--- config.mk ---
export PLATFORM = sky130hd
export DESIGN_NAME = power_sequencer_with_cooloff
export DESIGN_NICKNAME = d
export VERILOG_FILES = /design/src/rtl/pseq_pkg.sv /design/src/rtl/pseq_cfg.sv /design/src/rtl/pseq_core.sv /design/src/rtl/power_sequencer_with_cooloff.sv
export SDC_FILE = /design/constraint.sdc
export NUM_CORES = 1
export LEC_CHECK = 0
export BUFFER_PORTS_ARGS = -buffer_cell sky130_fd_sc_hd__clkbuf_2
export CORE_ASPECT_RATIO = 1.75
export CORE_MARGIN = 1.5
export CORE_UTILIZATION = 40
export CTS_BUF_LIST = sky130_fd_sc_hd__clkbuf_16
export DETAILED_ROUTE_END_ITERATION = 6
export GPL_TIMING_DRIVEN = 0
export HOLD_SLACK_MARGIN = 0.08
export PLACE_DENSITY = 0.55
export SYNTH_ARGS = -nofsm -noshare
export SYNTH_HDL_FRONTEND = slang
export SYNTH_SLANG_ARGS = --single-unit
--- constraint.sdc ---
create_clock -name clk -period 5 [get_ports clk]
set_clock_uncertainty 0.15 [all_clocks]
set_input_delay 0.5 -clock clk [delete_from_list [all_inputs] [get_ports clk]]
set_output_delay 0.5 -clock clk [all_outputs]
set_load 0.01 [all_outputs]
--- src/rtl/pseq_pkg.sv ---
// shared types and constants for the power sequencer with cool-off
// no dependencies; imported by every module of the block
package pseq_pkg;

    localparam int CFG_W = 16;
    localparam int EXT_W = 32;

    localparam logic [2:0] OP_TICK   = 3'd0;
    localparam logic [2:0] OP_ON     = 3'd1;
    localparam logic [2:0] OP_OFF    = 3'd2;
    localparam logic [2:0] OP_REBOOT = 3'd3;
    localparam logic [2:0] OP_TOGGLE = 3'd4;
    localparam logic [2:0] OP_INIT   = 3'd5;

    localparam logic REG_COOLOFF = 1'b0;
    localparam logic REG_REBOOT  = 1'b1;

    localparam logic [CFG_W-1:0] COOLOFF_RESET = 16'd500;
    localparam logic [CFG_W-1:0] REBOOT_RESET  = 16'd300;

    typedef struct packed {
        logic [CFG_W-1:0] cooloff_ticks;
        logic [CFG_W-1:0] reboot_delay_ticks;
    } cfg_t;

    typedef struct packed {
        logic reboot_pending;
        logic cooling_active;
        logic watchdog_disable;
        logic turned_off_event;
        logic turned_on_event;
        logic power_enable;
    } result_t;

endpackage

--- src/rtl/pseq_cfg.sv ---
// configuration registers: cool-off and reboot delay tick counts
// depends on pseq_pkg
module pseq_cfg
    import pseq_pkg::*;
(
    input  logic             clk,
    input  logic             rst_n,
    input  logic             cfg_we,
    input  logic             cfg_index,
    input  logic [CFG_W-1:0] cfg_data,
    output cfg_t             cfg
);

    logic [CFG_W-1:0] cooloff_reg;
    logic [CFG_W-1:0] reboot_reg;

    always_ff @(posedge clk or negedge rst_n)
    begin
        if (!rst_n)
        begin
            cooloff_reg <= COOLOFF_RESET;
            reboot_reg  <= REBOOT_RESET;
        end
        else if (cfg_we)
        begin
            case (cfg_index)
                REG_COOLOFF: cooloff_reg <= cfg_data;
                REG_REBOOT:  reboot_reg  <= cfg_data;
                default:     ;
            endcase
        end
    end

    assign cfg.cooloff_ticks      = cooloff_reg;
    assign cfg.reboot_delay_ticks = reboot_reg;

endmodule

--- src/rtl/pseq_core.sv ---
// rail state, cool-off and reboot timers with their next-state logic
// depends on pseq_pkg
module pseq_core
    import pseq_pkg::*;
#(
    parameter int COUNTER_BITS = 16
)
(
    input  logic       clk,
    input  logic       rst_n,
    input  logic       adv,
    input  logic [2:0] opcode,
    input  logic       sig_ok,
    input  logic       bk_on,
    input  cfg_t       cfg,
    output result_t    res
);

    localparam logic [COUNTER_BITS-1:0] CNT_ONE = {{(COUNTER_BITS-1){1'b0}}, 1'b1};
    localparam logic [COUNTER_BITS-1:0] CNT_ZERO = '0;

    logic                    rail_reg, rail_next;
    logic                    cool_reg, cool_next;
    logic [COUNTER_BITS-1:0] cl_reg, cl_next;
    logic                    arm_reg, arm_next;
    logic [COUNTER_BITS-1:0] rl_reg, rl_next;
    logic                    ev_on, ev_off, ev_wdt;

    logic [EXT_W-1:0]        cool_ext, reb_ext;
    logic [COUNTER_BITS-1:0] cool_load, reb_load;

    // register values truncated or zero-extended to the counter width
    assign cool_ext  = {{(EXT_W-CFG_W){1'b0}}, cfg.cooloff_ticks};
    assign reb_ext   = {{(EXT_W-CFG_W){1'b0}}, cfg.reboot_delay_ticks};
    assign cool_load = cool_ext[COUNTER_BITS-1:0];
    assign reb_load  = reb_ext[COUNTER_BITS-1:0];

    always_comb
    begin
        rail_next = rail_reg;
        cool_next = cool_reg;
        cl_next   = cl_reg;
        arm_next  = arm_reg;
        rl_next   = rl_reg;
        ev_on     = 1'b0;
        ev_off    = 1'b0;
        ev_wdt    = 1'b0;
        case (opcode)
            OP_TICK:
            begin
                if (cool_reg)
                begin
                    if (cl_reg <= CNT_ONE)
                    begin
                        cl_next   = CNT_ZERO;
                        cool_next = 1'b0;
                    end
                    else
                        cl_next = cl_reg - CNT_ONE;
                end
                if (arm_reg)
                begin
                    if (rl_reg <= CNT_ONE)
                    begin
                        rl_next   = CNT_ZERO;
                        arm_next  = 1'b0;
                        rail_next = 1'b1;
                        ev_on     = !rail_reg;
                    end
                    else
                        rl_next = rl_reg - CNT_ONE;
                end
            end
            OP_ON:
            begin
                if (!cool_reg && !rail_reg)
                begin
                    rail_next = 1'b1;
                    ev_on     = 1'b1;
                end
            end
            OP_OFF, OP_REBOOT:
            begin
                rail_next = 1'b0;
                ev_off    = rail_reg;
                cool_next = 1'b1;
                cl_next   = cool_load;
                ev_wdt    = 1'b1;
                if (opcode == OP_REBOOT)
                begin
                    arm_next = 1'b1;
                    rl_next  = reb_load;
                end
            end
            OP_TOGGLE:
            begin
                if (rail_reg)
                begin
                    rail_next = 1'b0;
                    ev_off    = 1'b1;
                    cool_next = 1'b1;
                    cl_next   = cool_load;
                    ev_wdt    = 1'b1;
                end
                else if (!cool_reg)
                begin
                    rail_next = 1'b1;
                    ev_on     = 1'b1;
                end
            end
            OP_INIT:
            begin
                // retained bit taken silently; only a bad signature forcing on gives an event
                if (!sig_ok || bk_on)
                begin
                    rail_next = 1'b1;
                    ev_on     = !sig_ok && !bk_on;
                    cool_next = 1'b0;
                    cl_next   = CNT_ZERO;
                end
                else
                begin
                    rail_next = 1'b0;
                    cool_next = 1'b1;
                    cl_next   = cool_load;
                    ev_wdt    = 1'b1;
                end
            end
            default: ;
        endcase
    end

    always_ff @(posedge clk or negedge rst_n)
    begin
        if (!rst_n)
        begin
            rail_reg <= 1'b0;
            cool_reg <= 1'b0;
            cl_reg   <= CNT_ZERO;
            arm_reg  <= 1'b0;
            rl_reg   <= CNT_ZERO;
        end
        else if (adv)
        begin
            rail_reg <= rail_next;
            cool_reg <= cool_next;
            cl_reg   <= cl_next;
            arm_reg  <= arm_next;
            rl_reg   <= rl_next;
        end
    end

    assign res.power_enable     = rail_next;
    assign res.turned_on_event  = ev_on;
    assign res.turned_off_event = ev_off;
    assign res.watchdog_disable = ev_wdt;
    assign res.cooling_active   = cool_next;
    assign res.reboot_pending   = arm_next;

endmodule

--- src/rtl/power_sequencer_with_cooloff.sv ---
// top level of the board power-rail sequencer with cool-off and delayed reboot
// depends on pseq_pkg, pseq_cfg and pseq_core
//
//  channel | dir | handshake          | payload
//  --------+-----+--------------------+-----------------------------------------
//  s_*     | in  | s_tvalid/s_tready  | s_tdata: opcode, backup_signature_ok, backup_on
//  m_*     | out | m_tvalid/m_tready  | m_tdata: power_enable .. reboot_pending
//  cfg_*   | in  | cfg_we (no wait)   | cfg_index, cfg_data
//
// one request per cycle sustained while m_tready stays high: each request is
// held in the input register, then the state update and result go through one
// level of logic into the result register, which drives m_tvalid; while that
// register holds an untaken result, the request waits in the input register
// reset clears the valid flags, the rail state and both timers; registers
// return to 500 and 300 ticks
// a stalled result holds m_tdata; s_tready stays high while the input register
// is empty or its request moves on into a free or draining result register
module power_sequencer_with_cooloff
    import pseq_pkg::*;
#(
    parameter int COUNTER_BITS = 16
)
(
    input  logic             clk,
    input  logic             rst_n,
    input  logic             s_tvalid,
    output logic             s_tready,
    input  logic [7:0]       s_tdata,   // [2:0] opcode, [3] backup_signature_ok, [4] backup_on
    output logic             m_tvalid,
    input  logic             m_tready,
    output logic [7:0]       m_tdata,   // [0] power_enable, [1] turned_on_event,
                                        // [2] turned_off_event, [3] watchdog_disable,
                                        // [4] cooling_active, [5] reboot_pending
    input  logic             cfg_we,
    input  logic             cfg_index,
    input  logic [CFG_W-1:0] cfg_data
);

    cfg_t    cfg;
    result_t res;

    // input register
    logic       in_vld_reg;
    logic [2:0] op_reg;
    logic       sig_reg;
    logic       bk_reg;

    // result register
    logic       out_vld_reg;
    result_t    out_reg;

    logic       adv;

    // request moves into the result register when that is free or drained
    assign adv      = in_vld_reg && (!out_vld_reg || m_tready);
    assign s_tready = !in_vld_reg || adv;

    always_ff @(posedge clk or negedge rst_n)
    begin
        if (!rst_n)
        begin
            in_vld_reg  <= 1'b0;
            out_vld_reg <= 1'b0;
        end
        else
        begin
            if (s_tready)
                in_vld_reg <= s_tvalid;
            if (adv)
                out_vld_reg <= 1'b1;
            else if (m_tready)
                out_vld_reg <= 1'b0;
        end
    end

    // payload registers, no reset needed
    always_ff @(posedge clk)
    begin
        if (s_tready && s_tvalid)
        begin
            op_reg  <= s_tdata[2:0];
            sig_reg <= s_tdata[3];
            bk_reg  <= s_tdata[4];
        end
        if (adv)
            out_reg <= res;
    end

    pseq_cfg u_cfg
    (
        .clk       (clk),
        .rst_n     (rst_n),
        .cfg_we    (cfg_we),
        .cfg_index (cfg_index),
        .cfg_data  (cfg_data),
        .cfg       (cfg)
    );

    pseq_core #(
        .COUNTER_BITS (COUNTER_BITS)
    ) u_core
    (
        .clk    (clk),
        .rst_n  (rst_n),
        .adv    (adv),
        .opcode (op_reg),
        .sig_ok (sig_reg),
        .bk_on  (bk_reg),
        .cfg    (cfg),
        .res    (res)
    );

    assign m_tvalid = out_vld_reg;
    assign m_tdata  = {2'b00, out_reg};

endmodule

==> results.cfg, run 1 <==
[run_status]
status = finished clean

[sta]
hold_ws_ps = 183
hold_violations = 0
maxSlewViolCount = 0
tightest_slew_ps = 913
setup_viol = 0
tns_ps = 0
fmax_ghz = 0.332
post-route-min-period_ps = 3010
slew_headroom_pct = 38.6
fin_crit_sh_pct = 60.2
rsz0062_at_grt = false
worst_slack_ps = 1990

[placement]
gp_congestion = 0.867
port_buffers = 34
place_worst_setup_slack_ps = 2040
place_hpwl_mm = 8.18
place_inst = 572

[logic_synthesis]
netlist.area_leader.share_pct = 34.8
synth_area_um2 = 4250
async_flop_share_pct = 86.3
synth_top_family_by_area = compound AO/OA/AOI/OAI gates
synth-edff-count = 11
yosysTopAreaCell = dfrtp_1
synth-warning-count = 0
yosysSeqAreaShare_pct = 48.7
netlist_instances = 409
syn_avg_cell_area_um2 = 10.4
ys_ff_latch = 80
synth.distinct_cells = 60
synthFlopType = dfrtp_1
synth_area_leaders = dfrtp_1 (35%), mux2_2 (8.5%), edfxtp_1 (7.8%), dfstp_2 (6.2%), o21ai_0 (2.6%)
synthAdderAreaFrac_pct = 2.36
synth-xor-area-share_pct = 0
muxShareOfSynthArea_pct = 8.72
synth_simple_gate_area_share_pct = 16.8
synth-compound-area-share_pct = 19.0

[cells_and_area]
final_nets = 495
drive_gt1_share_pct = 24.5
syn_to_final_growth_pct = 15.6
fillers = 998
layoutNonFillerInstCount = 589
multiInputGateArea_um2 = 2000
antennaDiodeCount = 0
ff_latch_area_um2 = 2070

[setup_path]
critical_path_class = register to register
end_kind = register
rrSetupSlack_ps = 1990
reg2reg_depth = 8
cp.required_ps = 5120
reg2reg_from = op_reg[2]
critPathMaxFanout = 10
r2r-end = u_core.rl_reg[10]
cp_data_arrival_time_ps = 3130
worst_setup_path_start_kind = register

[grt]
grt_pass1_wl_mm = 17.9
antenna_found_initial = 0
grt_pass1_vias = 3400
grt_max_degree = 57
overflow = 0
grtUsageTotal_pct = 21.2

[clock_network]
clock_latency_ps = 340
cts_max_path_buffers = 2
post_cts_resized = 0
cts_setup_buffers = 0
cts.sinks = 80
cts_buffers = 9
htree_levels = 3
cts.clk_slew.worst_paths_ps = 60
clock-root-buffer = clkbuf_16
cts_tree = done

[die]
start_util_pct = 41.2
pin_count = 40
dieHeight_um = 139
fp.dieW_um = 80.9
core_um2 = 10300
rows = 49
die_area_um2 = 11300

[detailed_routing]
drc = 0
drt-total-wl_mm = 11.0
vias = 3455
post_drt_wl_per_cell_um = 18.7
first_pass_iters = 4
vias_per_cell = 5.87
drt_iter0_drc = 219
antenna_left = 0

[hold_path]
holdPathEnd = op_reg[1]
hp-class = input pin to register
hold_depth = 1
hp-start = s_tdata[1]

[flow_run]
maxCapViolations = 0

[pwr]
power.density_nw_per_um2 = 387
p_total_mw = 1.90
power.leakage_nw = 2.00
irDropWorstVdd_mv = 0.247
==> layout by cell type, fill, tap and decap left out, types with 11 or more instances in the layout <==
cell / count
a21oi_1: 19
clkbuf_1: 12
clkbuf_2: 33
dfrtp_1: 59
edfxtp_1: 11
inv_1: 21
mux2_2: 32
nand2_1: 23
nand3_1: 15
nor2_1: 27
nor3_1: 13
o21ai_0: 22
==> power by group <==
part / switching, mW / internal (mW) / leakage (nW) / total [mW]
registers: 0.117 / 0.787 / 0.888 / 0.904
clock network: 0.263 / 0.384 / 0.152 / 0.647
logic: 0.193 / 0.157 / 0.955 / 0.349
==> metal layers <==
layer / routed length [um] / global-route usage, % / vias up
li1: - / - / 1641
met1: 4460 / 26.4 / 1706
met2: 5740 / 34.8 / 89
met3: 400 / 3.67 / 19
met4: 399 / 10.1 / 0
met5: 0 / 0 / -
==> Yosys cell counts, drive strengths merged, types with 4 or more instances <==
cell	n
buf	10
or4	6
o311ai	4
ha	8
o21ai	23
nand2b	6
nand3	15
a21oi	20
clkbuf	12
mux2	32
inv	19
nand2	23
o2bb2ai	9
dfstp	10
a22oi	10
or3	6
o22ai	4
nor2b	6
or2	5
and3	4
nor3	14
dfrtp	59
nor4	6
edfxtp	11
nand4	4
a221oi	5
a32oi	7
o211ai	4
nor2	27
==> worst max path at each step <==
stage / start / end / slack (ps) / cells after the start
floorplan: op_reg[2] / u_core.rl_reg[12] / 2380 / 8
global placement: op_reg[2] / u_core.rl_reg[10] / 2030 / 8
detailed placement: op_reg[2] / u_core.rl_reg[8] / 2040 / 8
CTS: op_reg[2] / u_core.rl_reg[8] / 2010 / 8
global route: op_reg[2] / u_core.rl_reg[8] / 1860 / 8
finish: op_reg[2] / u_core.rl_reg[10] / 1990 / 8
==> through the flow <==
step / util [%] / cell area (um^2)
global route: 47.7 / 4910
floorplan: - / 4250
CTS: 47.7 / 4910
detailed placement: 44.8 / 4610
finish: 47.7 / 4910
global placement: 44.5 / 4580
==> worst max-delay path: stages, from the launching register on <==
cell       delay (ps)
edfxtp_1          370
buf_2             230
clkinv_1          260
ha_1              350
nor4b_4           270
o2111ai_2         240
or4_1             550
or4_1             410
nand3_1            90
==> logic make-up (layout without fill, tap and decap cells) <==
logic type      after synthesis  count (layout)
simple gates                131             131
compound gates              114             114
flops                        80              80
buf+inv                      42              94
mux                          33              33
fa+ha+maj                     8               8
other cells                   1               2
==> area by class of cell <==
class                   instances  area share (%)
flip-flops and latches         80            42.1
well taps                     127            3.24
clock buffers                   9            4.59
multi-input cells             288            40.7
clock inverters                 7            1.35
repair buffers                 36            4.28
plain buffers                  22            2.14
inverters                      20            1.53
==> timing repair <==
item,4_1_cts,5_1_grt
setup endpoints to repair,0,0
hold endpoints to repair,10,0
hold buffers,1,0
Power figures use the tool's default switching activity.
==> inputs of run 2 (changes only) <==
Clock period 5 ns to 3.1 ns, I/O delays scaled along.
==> results.cfg, run 2 (synthesis gave the netlist of run 1 again) <==
[detailed_routing]
wl_met1_mm = 4.61
met3WireLength_um = 298
post_drt_wl_per_cell_um = 18.5
drt_iter0_drc = 216
first_pass_iters = 5
drc = 0
top_layer_used = met4
antenna_left = 0
dr_wl_met2_mm = 5.84
vias = 3503
vias_per_cell = 5.80
drt-total-wl_mm = 11.2

[grt]
grt_pass1_vias = 3459
grt_max_degree = 57
overflow = 0
antenna_found_initial = 0
grt_pass1_wl_mm = 18.3
grtUsageTotal_pct = 21.6

[cells_and_area]
syn_to_final_growth_pct = 19.5
drive_gt1_share_pct = 24.1
multiInputGateArea_um2 = 2000
final_core_util_pct = 49.3
layoutNonFillerInstCount = 604
final_cell_mix = dfrtp_1 (59), clkbuf_2 (33), mux2_2 (32), nor2_1 (26), nand2_1 (23)
final_nets = 510
final_common_cell = dfrtp_1
antennaDiodeCount = 0
fillers = 980
ff_latch_area_um2 = 2070

[placement]
place_hpwl_mm = 8.18
port_buffers = 34
gp_congestion = 0.867
place_worst_setup_slack_ps = 141
place_inst = 572

[sta]
setup_viol = 0
tns_ps = 0
fin_crit_sh_pct = 95.1
post-route-min-period_ps = 2950
hold_ws_ps = 88.4
maxSlewViolCount = 0
hold_violations = 0
slew_headroom_pct = 38.3
rsz0062_at_grt = false
fmax_ghz = 0.339
worst_slack_ps = 152
tightest_slew_ps = 916

[setup_path]
cp.required_ps = 3220
cp_data_arrival_time_ps = 3070
critPathMaxFanout = 10
end_kind = register
worst_setup_path_start_kind = register
critical_path_class = register to register

[clock_network]
cts_tree = done
clock_latency_ps = 340
cts_max_path_buffers = 2
clock-root-buffer = clkbuf_16
cts_buffers = 9
cts.clk_slew.worst_paths_ps = 60
htree_levels = 3
cts.sinks = 80

[die]
rows = 49
pin_count = 40
dieHeight_um = 139
fp.dieW_um = 80.9
start_util_pct = 41.2
core_um2 = 10300
die_area_um2 = 11300

[hold_path]
hp-class = input pin to register

[pwr]
power.density_nw_per_um2 = 608
power.leakage_nw = 2.06
irDropWorstVdd_mv = 0.404

[run_status]
status = finished clean

[flow_run]
maxCapViolations = 0
[run 2: cell count changes in the layout (fill, tap and decap cells not counted)]
cell | previous run | this run
nor2_2 | 0 | 1
clkinv_1 | 1 | 0
clkinvlp_4 | 0 | 1
clkbuf_1 | 12 | 11
dlygate4sd3_1 | 1 | 17
nor2_1 | 27 | 26
[run 2: per-layer routing]
metal | track usage (%) | vias to the layer above
met2 | 35.5 | 85
met4 | 10.1 | 0
met1 | 27.0 | 1724
met3 | 3.67 | 21
li1 | - | 1673
met5 | 0 | -
[run 2: worst paths after layout]
path                                        end  slack (ps)              start  depth (start not counted)
setup reg to reg              u_core.rl_reg[10]         150          op_reg[2]                          8
max in group asynchronous  u_cfg.cooloff_reg[7]        1950              rst_n                          3
min in group asynchronous      u_core.rl_reg[4]         250              rst_n                          2
hold / removal             u_cfg.cooloff_reg[9]          90        cfg_data[9]                          2
hold reg to reg               u_core.rl_reg[14]         350  u_core.rl_reg[14]                          2
setup / recovery              u_core.rl_reg[10]         150          op_reg[2]                          8
[run 2: worst max-delay path, stage by stage (launching register included)]
cell        delay (ps)
edfxtp_1           370
buf_2              250
clkinvlp_4         220
ha_1               310
nor4b_4            270
o2111ai_2          250
or4_1              550
or4_1              410
nand3_1             90
[run 2: area by class of cell]
class	instances	share of cell area, %
flip-flops and latches	80	40.8
multi-input cells	288	39.5
repair buffers	52	7.30
clock buffers	9	4.44
well taps	127	3.13
plain buffers	21	2.00
inverters	20	1.55
clock inverters	7	1.31
[run 2: power by group]
part	switching, mW	internal (mW)
clock	0.428	0.620
sequential	0.190	1.27
combinational	0.315	0.266
[run 2: timing repair]
action,in CTS,in global routing
resized for setup,0,2
setup buffers,0,0
endpoints found under the setup margin,0,5
hold buffers,17,0
endpoints found under the hold margin,86,0
[run 2: metrics by stage]
| step | power [mW] | cell area (um^2) |
|---|---|---|
| after global placement | 2.02 | 4580 |
| final | 3.09 | 5070 |
| after CTS | 3.11 | 5070 |
| after floorplan | 1.82 | 4250 |
| after detailed placement | 2.03 | 4610 |
| after global routing | 3.26 | 5070 |
==> inputs of run 3 (changes only) <==
Settings changed: CELL_PAD_IN_SITES_DETAIL_PLACEMENT set to 1, CELL_PAD_IN_SITES_GLOBAL_PLACEMENT set to 2, CORE_UTILIZATION 40 to 39, PLACE_DENSITY 0.55 to 0.77.
==> results.cfg, run 3 (synthesis gave the netlist of run 1 again) <==
[pwr]
p_sw_mw = 0.965
switching_share_pct = 30.9
pwr-share-clk_pct = 34.8
seqPwrFrac_pct = 46.2
irDropWorstVdd_mv = 0.354
power.density_nw_per_um2 = 620
internal_power_mw = 2.16
comb_power_share_pct = 18.9
power.leakage_nw = 2.04

[sta]
tightest_slew_ps = 1040
fmax_ghz = 0.342
maxSlewViolCount = 0
fin_crit_sh_pct = 94.2
worst_slack_ps = 179
hold_violations = 0
slew_headroom_pct = 30.3
setup_viol = 0
post-route-min-period_ps = 2920
rsz0062_at_grt = true

[setup_path]
path_buf_inv = 2
cpPeakStageDelay_ps = 550
critPathMaxFanout = 10
worst_setup_path_start_kind = register
reg2reg_from = op_reg[2]
critical_path_class = register to register
crit_top_cell = or4_1
cp_data_arrival_time_ps = 3050
cp.required_ps = 3230
slowest_stage = or4_1
rrSetupSlack_ps = 180
reg2reg_depth = 8
end_kind = register
r2r-end = u_core.rl_reg[10]
cp_top_family = simple AND/OR/NAND/NOR gates
crit_chain = buf_2 -> clkinv_2 -> ha_1 -> nor4b_4 -> o2111ai_2 -> or4_1 -> or4_1 -> nand3_1

[grt]
grt_pass1_vias = 3739
antenna_found_initial = 0
overflow = 0
grt_pass1_wl_mm = 20.1
grt_max_degree = 60
grtUsageTotal_pct = 23.3

[detailed_routing]
first_pass_iters = 5
drc = 0
vias_per_cell = 5.85
vias = 3530
drt_iter0_drc = 161
post_drt_wl_per_cell_um = 20.3
drt-total-wl_mm = 12.2
antenna_left = 0

[die]
core_um2 = 10600
dieHeight_um = 141
start_util_pct = 39.9
rows = 50
fp.dieW_um = 81.9
pin_count = 40
die_area_um2 = 11500

[cells_and_area]
drive_gt1_share_pct = 24.3
final_common_cell = dfrtp_1
final_cell_mix = dfrtp_1 (59), clkbuf_2 (33), mux2_2 (32), nor2_1 (26), nand2_1 (23)
syn_to_final_growth_pct = 18.7
antennaDiodeCount = 0
final_nets = 506
postLayoutCellArea_um2 = 5040
layoutNonFillerInstCount = 603

[hold_path]
holdPathEnd = u_cfg.reboot_reg[6]
hp-class = input pin to register
hold_depth = 2
hp-start = cfg_data[6]

[placement]
place_inst = 575
place_worst_setup_slack_ps = -8.71
placedInstanceArea_um2 = 4610
port_buffers = 34
place_hpwl_mm = 9.11
gp_congestion = 0.807

[clock_network]
cts_buffers = 9
cts_max_path_buffers = 2
cts.sinks = 80
cts_setup_buffers = 0
clock_latency_ps = 340
htree_levels = 3
cts.clk_slew.worst_paths_ps = 70
clock-root-buffer = clkbuf_16
cts_tree = done

[flow_run]
maxCapViolations = 0

[run_status]
status = finished clean
-- run 3: changes by cell type in the layout (fill, tap and decap cells not counted) --
cell and delta:
inv_1 -2, clkinvlp_4 -1, inv_6 +1, clkinv_1 +2, dlygate4sd3_1 -4
-- run 3: through the flow --
| stage | utilization (%) | hold WS (ps) | TNS [ps] | total power [mW] |
|---|---|---|---|---|
| 2_1_floorplan | - | -136 | 0 | 1.82 |
| 3_3_place_gp | 43.1 | 333 | 0 | 2.01 |
| 3_5_place_dp | 43.4 | 59.2 | -8.71 | 2.04 |
| 4_1_cts | 47.4 | 81.0 | 0 | 3.15 |
| 5_1_grt | 47.4 | 91.4 | -17.3 | 3.30 |
| 6_report | 47.4 | 79.4 | 0 | 3.12 |
-- run 3: how the worst max path moves through the flow --
stage / startpoint / endpoint / slack (ps) / cells past startpoint
after floorplan: op_reg[2] / u_core.rl_reg[12] / 480 / 8
after global placement: op_reg[2] / u_core.rl_reg[9] / 10 / 9
after detailed placement: op_reg[2] / u_core.rl_reg[9] / -9 / 9
after CTS: op_reg[2] / u_core.cl_reg[14] / 100 / 9
after global routing: op_reg[2] / u_core.rl_reg[10] / -20 / 8
final: op_reg[2] / u_core.rl_reg[10] / 180 / 8
-- run 3: final cells by class --
type	instances	area [um^2]
fillers	1230	5600
flip-flops and latches	80	2070
multi-input cells	288	2000
repair buffers	48	330
clock buffers	9	225
well taps	130	163
plain buffers	21	101
inverters	20	76.3
clock inverters	7	70.1
-- run 3: what timing repair did --
| item | 4_1_cts | 5_1_grt |
|---|---|---|
| hold buffers | 13 | 0 |
| resized for setup | 1 | 1 |
| hold endpoints to repair | 73 | 0 |
| endpoints found under the setup margin | 2 | 7 |
-- run 3: power by group through the flow --
stage	Sequential [mW]	Combinational, mW	Clock (mW)
after detailed placement	1.46	0.583	0
after global placement	1.45	0.560	0
after floorplan	1.40	0.415	0
after global routing	1.48	0.665	1.16
final	1.44	0.591	1.09
after CTS	1.44	0.598	1.11
-- run 3: worst reg2reg max path, cell delays in order, from the launching register on --
cell and delay, ps:
edfxtp_1 390, buf_2 250, clkinv_2 170, ha_1 310
nor4b_4 280, o2111ai_2 250, or4_1 550, or4_1 410
nand3_1 90
-- run 3: routing by layer --
layer / up-vias / global-route usage (%) / wire [um]
li1: 1668 / - / -
met1: 1799 / 26.6 / 4910
met2: 50 / 42.3 / 6800
met3: 13 / 3.95 / 256
met4: 0 / 8.03 / 252
met5: - / 0 / 0
